===== src/sv/fasr_pkg.sv =====
// Shared types and constants for the fraction add/subtract/reduce block.
package fasr_pkg;

    localparam int NumW = 33;
    localparam int DenW = 32;
    localparam int MagW = 33;   // magnitude width for the divider
    localparam int CntW = 6;

    localparam logic ReqAdd = 1'b0;
    localparam logic ReqSub = 1'b1;

    typedef enum logic [1:0] {
        OP_REM  = 2'd0,   // remainder of r_a by r_b
        OP_QNUM = 2'd1,   // quotient raw_num / g
        OP_QDEN = 2'd2    // quotient raw_den / g
    } t_div_op;

    typedef struct packed {
        logic    load;      // capture the operands and form the products
        logic    sum;       // form the raw numerator and denominator
        logic    div_start; // start a divide
        t_div_op div_op;
        logic    step_euclid; // shift (a,b) <- (b,r)
        logic    take_qnum;
        logic    take_qden;
        logic    set_error;
    } t_cmd;

    typedef struct packed {
        logic div_done;
        logic rem_zero;
        logic den_zero;
    } t_status;

endpackage


===== src/sv/fasr_datapath.sv =====
// Datapath: products, raw sums, Euclid registers and a restoring divider.
module fasr_datapath (
    input  logic                          i_clk,
    input  logic                          i_rst_n,
    input  fasr_pkg::t_cmd                i_cmd,
    output fasr_pkg::t_status             o_status,
    input  logic                          i_req_type,
    input  logic signed [15:0]            i_num_a,
    input  logic signed [15:0]            i_den_a,
    input  logic signed [15:0]            i_num_b,
    input  logic signed [15:0]            i_den_b,
    output logic signed [fasr_pkg::NumW-1:0] o_raw_num,
    output logic signed [fasr_pkg::DenW-1:0] o_raw_den,
    output logic signed [fasr_pkg::NumW-1:0] o_reduced_num,
    output logic signed [fasr_pkg::DenW-1:0] o_reduced_den
);
    localparam int W = fasr_pkg::MagW;

    logic              r_sub;
    logic signed [31:0] r_p_left, r_p_right, r_p_den;
    logic signed [W-1:0] r_raw_num, r_raw_den, r_a, r_b;
    logic signed [W-1:0] r_qn, r_qd;

    // divider state
    logic [W-1:0]      r_dvd, r_dvs, r_rem;
    logic [fasr_pkg::CntW-1:0] r_cnt;
    logic              r_busy, r_done, r_neg_q, r_neg_r;
    fasr_pkg::t_div_op r_op;
    logic signed [W-1:0] r_res;
    logic              r_done_d;

    logic signed [W-1:0] div_a, div_b;
    logic [W:0]          trial;
    logic [W-1:0]        rem_sh;

    always_comb begin
        case (i_cmd.div_op)
            fasr_pkg::OP_REM:  begin div_a = r_a;       div_b = r_b; end
            fasr_pkg::OP_QNUM: begin div_a = r_raw_num; div_b = r_b; end
            fasr_pkg::OP_QDEN: begin div_a = r_raw_den; div_b = r_b; end
            default:           begin div_a = r_a;       div_b = r_b; end
        endcase
        rem_sh = {r_rem[W-2:0], r_dvd[W-1]};
        trial  = {1'b0, rem_sh} - {1'b0, r_dvs};
    end

    // divider sequencing; done is reported in the cycle after r_done, once r_res is valid
    always_ff @(posedge i_clk) begin
        if (!i_rst_n) begin
            r_busy   <= 1'b0;
            r_done   <= 1'b0;
            r_done_d <= 1'b0;
        end else begin
            r_done_d <= r_done;
            if (i_cmd.div_start) begin
                r_busy <= 1'b1;
                r_done <= 1'b0;
            end else if (r_busy) begin
                r_busy <= (r_cnt != fasr_pkg::CntW'(1));
                r_done <= (r_cnt == fasr_pkg::CntW'(1));
            end else begin
                r_done <= 1'b0;
            end
        end
    end

    always_ff @(posedge i_clk) begin
        if (i_cmd.load) begin
            r_sub     <= i_req_type;
            r_p_left  <= 32'(i_num_a * i_den_b);
            r_p_right <= 32'(i_den_a * i_num_b);
            r_p_den   <= 32'(i_den_a * i_den_b);
        end
        if (i_cmd.sum) begin
            if (r_sub == fasr_pkg::ReqSub) begin
                r_raw_num <= W'(r_p_left) - W'(r_p_right);
            end else begin
                r_raw_num <= W'(r_p_left) + W'(r_p_right);
            end
            r_raw_den <= W'(r_p_den);
            r_a       <= W'(r_p_left) + (r_sub ? -W'(r_p_right) : W'(r_p_right));
            r_b       <= W'(r_p_den);
        end
        if (i_cmd.step_euclid) begin
            r_a <= r_b;
            r_b <= r_res;
        end
        if (i_cmd.div_start) begin
            r_op    <= i_cmd.div_op;
            r_dvd   <= div_a[W-1] ? W'(-div_a) : div_a;
            r_dvs   <= div_b[W-1] ? W'(-div_b) : div_b;
            r_rem   <= '0;
            r_cnt   <= fasr_pkg::CntW'(W);
            r_neg_q <= div_a[W-1] ^ div_b[W-1];
            r_neg_r <= div_a[W-1];
        end else if (r_busy) begin
            if (trial[W]) begin
                r_rem <= rem_sh;
                r_dvd <= {r_dvd[W-2:0], 1'b0};
            end else begin
                r_rem <= trial[W-1:0];
                r_dvd <= {r_dvd[W-2:0], 1'b1};
            end
            r_cnt <= r_cnt - fasr_pkg::CntW'(1);
        end
        if (r_done) begin
            // quotient sits in r_dvd, remainder in r_rem
            if (r_op == fasr_pkg::OP_REM) begin
                r_res <= r_neg_r ? -$signed(r_rem) : $signed(r_rem);
            end else begin
                r_res <= r_neg_q ? -$signed(r_dvd) : $signed(r_dvd);
            end
        end
        if (i_cmd.set_error) begin
            r_qn <= '0;
            r_qd <= '0;
        end else begin
            if (i_cmd.take_qnum) r_qn <= r_res;
            if (i_cmd.take_qden) r_qd <= r_res;
        end
    end

    assign o_status.div_done = r_done_d;
    assign o_status.rem_zero = (r_res == '0);
    assign o_status.den_zero = (r_p_den == '0);

    assign o_raw_num     = r_raw_num;
    assign o_raw_den     = fasr_pkg::DenW'(r_raw_den);
    assign o_reduced_num = r_qn;
    assign o_reduced_den = fasr_pkg::DenW'(r_qd);
endmodule


===== src/sv/fasr_ctrl.sv =====
// Controller: sequences load, Euclid remainder loop and the two divisions.
module fasr_ctrl (
    input  logic               i_clk,
    input  logic               i_rst_n,
    input  logic               i_valid,
    output logic               o_stall,
    output logic               o_valid,
    input  logic               i_stall,
    output logic               o_err,
    output fasr_pkg::t_cmd     o_cmd,
    input  fasr_pkg::t_status  i_status
);
    typedef enum logic [2:0] {
        S_IDLE, S_SUM, S_CHECK, S_REM, S_QNUM, S_QDEN, S_OUT
    } t_state;

    t_state r_state;
    logic   r_valid, r_err;

    assign o_stall = (r_state != S_IDLE);
    assign o_valid = r_valid;
    assign o_err   = r_err;

    always_comb begin
        o_cmd = '0;
        o_cmd.div_op = fasr_pkg::OP_REM;
        case (r_state)
            S_IDLE:  o_cmd.load = i_valid;
            S_SUM:   o_cmd.sum = 1'b1;
            S_CHECK: begin
                if (i_status.den_zero) begin
                    o_cmd.set_error = 1'b1;
                end else begin
                    o_cmd.div_start = 1'b1;
                end
            end
            S_REM: begin
                if (i_status.div_done) begin
                    if (i_status.rem_zero) begin
                        o_cmd.div_start = 1'b1;
                        o_cmd.div_op    = fasr_pkg::OP_QNUM;
                    end else begin
                        o_cmd.step_euclid = 1'b1;
                    end
                end
            end
            S_QNUM: begin
                o_cmd.div_op = fasr_pkg::OP_QDEN;
                if (i_status.div_done) begin
                    o_cmd.take_qnum = 1'b1;
                    o_cmd.div_start = 1'b1;
                end
            end
            S_QDEN:  o_cmd.take_qden = i_status.div_done;
            default: ;
        endcase
    end

    always_ff @(posedge i_clk) begin
        if (!i_rst_n) begin
            r_state <= S_IDLE;
            r_valid <= 1'b0;
            r_err   <= 1'b0;
        end else begin
            case (r_state)
                S_IDLE:  if (i_valid) r_state <= S_SUM;
                S_SUM:   r_state <= S_CHECK;
                S_CHECK: begin
                    r_err <= i_status.den_zero;
                    if (i_status.den_zero) begin
                        r_state <= S_OUT;
                        r_valid <= 1'b1;
                    end else begin
                        r_state <= S_REM;
                    end
                end
                S_REM: begin
                    // after a non-zero remainder the next divide starts from S_CHECK in the following cycle
                    if (i_status.div_done && i_status.rem_zero) r_state <= S_QNUM;
                    else if (i_status.div_done) r_state <= S_CHECK;
                end
                S_QNUM:  if (i_status.div_done) r_state <= S_QDEN;
                S_QDEN: begin
                    if (i_status.div_done) begin
                        r_state <= S_OUT;
                        r_valid <= 1'b1;
                    end
                end
                S_OUT: begin
                    if (!i_stall) begin
                        r_valid <= 1'b0;
                        r_state <= S_IDLE;
                    end
                end
                default: r_state <= S_IDLE;
            endcase
        end
    end
endmodule


===== src/sv/fraction_add_sub_reduce.sv =====
// Top level: fraction add/subtract with Euclidean reduction.
// Usage:
//   Input word: i_req_type, i_num_a, i_den_a, i_num_b, i_den_b with i_valid;
//   taken when i_valid is high and o_stall is low. o_stall is high while an
//   item is in work or its result waits, so one item is held at a time.
//   Output word: o_raw_num, o_raw_den, o_reduced_num, o_reduced_den,
//   o_den_zero_error with o_valid; taken when o_valid is high and i_stall low.
// Sequencing:
//   One shared restoring divider does every remainder of the Euclid loop and
//   both exact divisions. Each remainder step starts its divide in S_CHECK
//   and waits in S_REM; the two divisions wait in S_QNUM and S_QDEN. A zero
//   denominator skips the divider: S_SUM, S_CHECK (sets the error), S_OUT.
//   A new item is taken only after the last result has left S_OUT.
// Reset: synchronous active-low i_rst_n returns to idle and drops o_valid.
// Stall: a result is held unchanged while i_stall is high.
module fraction_add_sub_reduce (
    input  logic                       i_clk,
    input  logic                       i_rst_n,
    input  logic                       i_valid,
    output logic                       o_stall,
    input  logic                       i_req_type,
    input  logic signed [15:0]         i_num_a,
    input  logic signed [15:0]         i_den_a,
    input  logic signed [15:0]         i_num_b,
    input  logic signed [15:0]         i_den_b,
    output logic                       o_valid,
    input  logic                       i_stall,
    output logic signed [32:0]         o_raw_num,
    output logic signed [31:0]         o_raw_den,
    output logic signed [32:0]         o_reduced_num,
    output logic signed [31:0]         o_reduced_den,
    output logic                       o_den_zero_error
);
    fasr_pkg::t_cmd    cmd;
    fasr_pkg::t_status status;

    fasr_ctrl u_ctrl (
        .i_clk    (i_clk),
        .i_rst_n  (i_rst_n),
        .i_valid  (i_valid),
        .o_stall  (o_stall),
        .o_valid  (o_valid),
        .i_stall  (i_stall),
        .o_err    (o_den_zero_error),
        .o_cmd    (cmd),
        .i_status (status)
    );

    fasr_datapath u_dp (
        .i_clk         (i_clk),
        .i_rst_n       (i_rst_n),
        .i_cmd         (cmd),
        .o_status      (status),
        .i_req_type    (i_req_type),
        .i_num_a       (i_num_a),
        .i_den_a       (i_den_a),
        .i_num_b       (i_num_b),
        .i_den_b       (i_den_b),
        .o_raw_num     (o_raw_num),
        .o_raw_den     (o_raw_den),
        .o_reduced_num (o_reduced_num),
        .o_reduced_den (o_reduced_den)
    );

    a_busy_while_valid: assert property (@(posedge i_clk) disable iff (!i_rst_n)
        o_valid |-> o_stall) else $error("result shown while input open");
    a_err_zero_out: assert property (@(posedge i_clk) disable iff (!i_rst_n)
        (o_valid && o_den_zero_error) |-> (o_reduced_num == '0 && o_reduced_den == '0))
        else $error("reduced outputs not zero on error");
    a_err_raw_den: assert property (@(posedge i_clk) disable iff (!i_rst_n)
        o_valid |-> (o_den_zero_error == (o_raw_den == '0)))
        else $error("error flag disagrees with raw denominator");
endmodule

===== config.mk =====
export PLATFORM = sky130hd
export DESIGN_NAME = fraction_add_sub_reduce
export DESIGN_NICKNAME = d
export VERILOG_FILES = /design/src/sv/fasr_pkg.sv /design/src/sv/fasr_datapath.sv /design/src/sv/fasr_ctrl.sv /design/src/sv/fraction_add_sub_reduce.sv
export SDC_FILE = /design/constraint.sdc
export NUM_CORES = 2
export LEC_CHECK = 0
export BUFFER_PORTS_ARGS = -buffer_cell sky130_fd_sc_hd__buf_2
export CAP_MARGIN = 20
export CORE_MARGIN = 2
export CORE_UTILIZATION = 45
export CTS_BUF_LIST = sky130_fd_sc_hd__clkbuf_2 sky130_fd_sc_hd__clkbuf_4 sky130_fd_sc_hd__clkbuf_8
export DETAILED_ROUTE_END_ITERATION = 8
export HOLD_SLACK_MARGIN = 0.15
export SYNTH_ARGS = -nofsm -noshare
export SYNTH_HDL_FRONTEND = slang
export SYNTH_SLANG_ARGS = --single-unit

===== constraint.sdc =====
create_clock -name i_clk -period 19.2 [get_ports i_clk]
set_input_delay 2.88 -clock i_clk [delete_from_list [all_inputs] [get_ports i_clk]]
set_output_delay 2.88 -clock i_clk [all_outputs]
set_load 0.01 [all_outputs]

After elaboration in Yosys (flattened, before gate mapping)

Cells that the tools add are included.

Bitwise operators: 3
$mul: 3
Multiplexer cells: 44
$add $sub $neg: 10
Reductions and logical operators: 12
Eq/ne operators: 16

Operator list:

| cell                | number |
|---|---|
| $mux 33             | 13 |
| $neg 33->33         | 4 |
| $mul 16x16->32      | 3 |
| $pmux 33 s2         | 1 |
| $sub 33x33->34      | 1 |
| $add 32x32->33      | 1 |
| $add 32x33->33      | 1 |
| $logic_not 33->1    | 1 |
| $neg 32->33         | 1 |
| $sub 32x32->33      | 1 |
| $logic_not 32->1    | 1 |
| $mux 32             | 1 |
| $mux 3              | 8 |
| $pmux 3 s7          | 1 |
| $mux 1              | 16 |
| $eq 3x3->1 const B  | 3 |
| $eq 3x2->1 const B  | 2 |
| $eq 6x1->1 const B  | 1 |
| $ne 2x1->1 const B  | 3 |
| $ne 6x1->1 const B  | 1 |
| $pmux 1 s3          | 2 |
| $reduce_bool 3->1   | 2 |
| $sub 6x1->6 const B | 1 |
| $reduce_and 5->1    | 1 |
| 15 further kinds    | 18 |

Input bits: 69
Bits in registers: 443

Longest topological paths before layout

Word-level depth: 9
Depth in mapped cells: 24

By module

From an unflattened synthesis, not the netlist that was laid out.

Cell total of the unflattened synthesis: 5761
Area, all modules: 54711.2 um2

By module, submodules not included:

| module        | cells an instance | sequential area each (um2) | instances | area an instance (um2) |
|---|---|---|---|---|
| fasr_datapath | 5703              | 12081.6                    | 1         | 54314.6 |
| fasr_ctrl     | 58                | 100.1                      | 1         | 396.6 |

Least setup slack after synthesis

No wires, ideal clock.

Path type: input -> register
Start: in i_den_a[15]
End: reg u_dp.r_p_den[31] (data pin)
Setup slack: 10.370 ns
Required time: 18.940 ns
Stages on the path: 21
Data arrival time: 8.570 ns
Path through: clkbuf_1 nand2_1 inv_1 fa_1 fa_1 fa_1 fa_1 fa_1 inv_1 fa_1 inv_1 ha_1 a21o_1 a21o_1 a21o_1 a21oi_1 o21ai_0 a2111oi_0 o21bai_1 a21oi_1 xnor2_1

Cells in the longest elaborated chain, start to end: 1

Ends and longest elaborated chain:

| element              | line                          | text |
|---|---|---|
| start, declared      | fraction_add_sub_reduce.sv:23 | `input logic signed [15:0] i_den_a,` |
| $mul 16x16->32       | fasr_datapath.sv:72           | `r_p_den <= 32'(i_den_a * i_den_b);` |
| end signal, assigned | fasr_datapath.sv:72           |  |
| end, declared        | fasr_datapath.sv:20           | `logic signed [31:0] r_p_left, r_p_right, r_p_den;` |

No other way between the ends.
A chain may end at the register's enable or synchronous reset.

Final worst setup path

Start: in i_den_a[10]
End: reg u_dp.r_p_right[29] (data pin)

Cells in the longest elaborated chain, start to end: 1

Ends and longest elaborated chain:

| element              | line                | text |
|---|---|---|
| $mul 16x16->32       | fasr_datapath.sv:71 | `r_p_right <= 32'(i_den_a * i_num_b);` |
| end signal, assigned | fasr_datapath.sv:71 |  |
| end, declared        | fasr_datapath.sv:20 |  |

No other way between the ends.

==> summary.md <==
| Metric | Value |
|---|---|
| Status | `completed` |
| DRT Pass-1 Iters | `8` |
| Die Y | `between 300 and 400 um` |
| Setup Buffers After CTS | `0` |
| Top cells by count, synth | `inv_1 (945), nand2_1 (810), fa_1 (789)` |
| Clk slew on worst S/H paths | `about 0.060 ns` |
| Req. time, crit path | `approximately 20 ns` |
| Total clock sinks | `between 400 and 500` |
| Final worst-path cycle share | `47.21%` |
| Number of synthesized register bits | `approximately 440` |
| Area contributors post-synth | `fa_1 (29%), edfxtp_1 (18%), ha_1 (8.1%)` |
| GP Congestion | `between 0.8 and 0.9` |
| Slew HR | `31.77%` |
| DRT iter0 DRCs | `between 2000 and 3000` |
| CP max-delay cell | `buf_2` |
| PostCTS Resize Cnt | `0` |
| Io pins | `roughly 200` |
| Hold Crit Class | `reg2reg` |
| CTS H-tree depth | `3` |
| Post-synth net total | `7001` |
| Share of layout cells above drive strength 1 | `a little under 7%` |
| Sequential area share after synthesis | `a little under a quarter` |
| Worst Setup Path Type | `in2reg` |
| Congestion Overflow GR | `0` |
| CP max stage delay | `0.61 ns` |
| Max-cap viol count | `0` |
| Die Width | `approximately 350 um` |
| Max Slew Vio Count | `0` |
| Final Non-Filler Cells | `around 7500` |
| Num rows | `between 100 and 150` |
| Die area | `approximately 120000 sq um` |
| Yosys warning count | `0` |
| Via density | `5.276` |
| Number of buffers and inverters on the critical path | `4` |
| Fillers | `approximately 11000` |
| Worst-path cell chain | `buf_2 > nand2_1 > fa_1 > fa_1 > fa_1 > fa_1 > inv_1 > fa_1 > inv_1 > fa_1 > inv_1 > ha_1 > a21o_1 > a21oi_1 > o21ai_0 > a211oi_1 > o21ai_0 > a31oi_1 > nor3b_1 > o31a_1 > o41ai_1 > xnor2_1` |
| Worst-Skew Late Latency | `~0.7 ns` |
| First-pass GRT wire length | `approximately 230000 um` |
| Worst setup EP type | `register` |
| Mapped Cells | `around 5800` |
| Placed cell count | `~7400` |
| Final core utilization | `between 40% and 50%` |
| Unique masters post-synth | `~70` |
| Vias | `approximately 40000` |
| Peak fanout along the critical path | `32` |
| Post-DP HPWL | `between 100000 and 150000 um` |
| Post-synth top area share | `between 20% and 30%` |
| Hold_ws | `between 0.4 and 0.5 ns` |
| GRT Total Usage | `between 20% and 30%` |
| Number of CTS-inserted buffers | `83` |
| Cell mode on critical path | `fa_1` |
| Synth area leader | `fa_1` |
| Most common cell in the synthesized netlist | `inv_1` |
| P&R area growth vs syn | `7.639%` |
| Worst Tran Pin Value | `between 1 and 1.5 ns` |
| CP Data Arrival Time | `around 9.5 ns` |
| Family with the most delay on the worst path | `adder cells` |
| Min Tclk post-route | `about 9 ns` |
| Fin Clk Skew | `0.04437 ns` |
| CTS root buf | `clkbuf_8` |
| Number of antenna violations at the first check in global routing | `5` |
| Asr flop ratio synth | `0%` |
| Max clock buf depth | `3` |
| Number of global-route vias before repair | `41500` |
| Hold buffers post-CTS | `0` |
| # setup viols final | `0` |
| Starting density of the core | `45.25%` |
| Final wirelength | `approximately 150000 um` |
| Nets@finish | `between 7000 and 8000` |
| DRC errors left | `0` |
| Port bufs | `around 200` |
| ANT nets after route | `0` |
| Post-synth EDFFs | `331` |
| Unrepaired setup endpoints after global routing | `no` |
| Prevailing post-synth register cell | `edfxtp_1` |
| CTS tree | `yes` |
| Largest net degree at the start of global routing | `between 70 and 80` |
| Final-report hold violation count | `0` |
| CP Launch Type | `input port` |
| F_max | `approximately 110 MHz` |
| Cell Area, Synth | `around 54000 sq um` |
| Avg Inst Size Synth | `roughly 9.3 sq um` |
| Core area | `~120000 sq um` |
| Sum Neg Setup Slack | `0 ns` |
| WL/cell | `19.32 um` |
worst paths after layout:
kind                          start                      to  slack (ns)  cells after the start
min reg2reg  u_dp.o_reduced_num[15]  u_dp.o_reduced_num[15]        0.45                      2
max reg2reg           u_dp.r_res[2]          u_dp.r_dvd[30]       13.06                     16
min          u_dp.o_reduced_num[15]  u_dp.o_reduced_num[15]        0.45                      2
max                     i_den_a[10]      u_dp.r_p_right[29]       10.14                     22
sequential cells by signal (all words and copies together) (netlist names), 2 cells and up:
| register | flops |
|---|---|
| u_dp.r_rem | 33 |
| u_dp.r_qd | 32 |
| u_dp.r_op | 2 |
| u_dp.r_p_right | 32 |
| u_dp.o_reduced_num | 33 |
| u_dp.r_p_left | 32 |
| u_dp.r_dvs | 33 |
| u_dp.r_raw_den | 32 |
| u_dp.r_dvd | 33 |
| u_dp.r_a | 33 |
| u_dp.r_p_den | 32 |
| u_dp.r_cnt | 6 |
| u_dp.r_res | 33 |
| u_ctrl.r_state | 3 |
| u_dp.div_b | 33 |
| u_dp.o_raw_num | 33 |
metal layers:
layer	global-route usage, %	vias up	share of wire (%)
li1	-	18690	-
met2	40.99	998	47
met3	2.852	218	5.1
met5	0	-	0.019
met1	32.32	19880	44
met4	7.988	4	3.4
layout by cell type (no fill, tap or decap), types with 36 or more instances in the layout:
master and n:
xor2_1 99, xnor2_1 278, nor3_1 47, clkbuf_8 90, a21o_1 78, edfxtp_1 331, nand2_1 810, nand2b_1 49
a21oi_1 302, nand3_1 38, o21ai_0 254, inv_1 944, nor2_1 215, fa_1 789, dfxtp_1 111, and2_1 381
buf_2 201, ha_1 352, buf_4 36
stage by stage:
| stage | area (sq um) | worst slack, ns |
|---|---|---|
| detailed placement | 56530 | 9.440 |
| CTS | 58190 | 10.20 |
| global route | 58200 | 9.748 |
| global placement | 56510 | 9.504 |
| floorplan | 54070 | 10.37 |
| finish | 58200 | 10.14 |
layout make-up:
cell class	instances	area, sq um	area share (%)
antenna	4	10.01	0.01720
clock buffer	114	1419	2.438
sequential	443	12180	20.93
tap	1612	2017	3.466
timing repair buffer	238	1291	2.219
clock inverter	28	245.2	0.4214
inverter	946	3551	6.101
multi-input combinational	4158	37480	64.40
tightest hold or removal path, delay by kind of cell (launching register included):
family	cells	cell delay (ns)
AND/OR/NAND/NOR	1	0.05
AO/OA/AOI/OAI	1	0.05
flip-flops	1	0.30
kinds of logic after synthesis:
kind of cell	share of synthesized area, %
buf+inv	8.266
xor+xnor	6.107
fa+ha+maj	37.36
flops	22.53
mux	0.5230
compound gates	10.12
simple gates	15.09
Power is not shown: default switching activity piles up to over one toggle a cycle in this logic, so the estimate is an artifact.
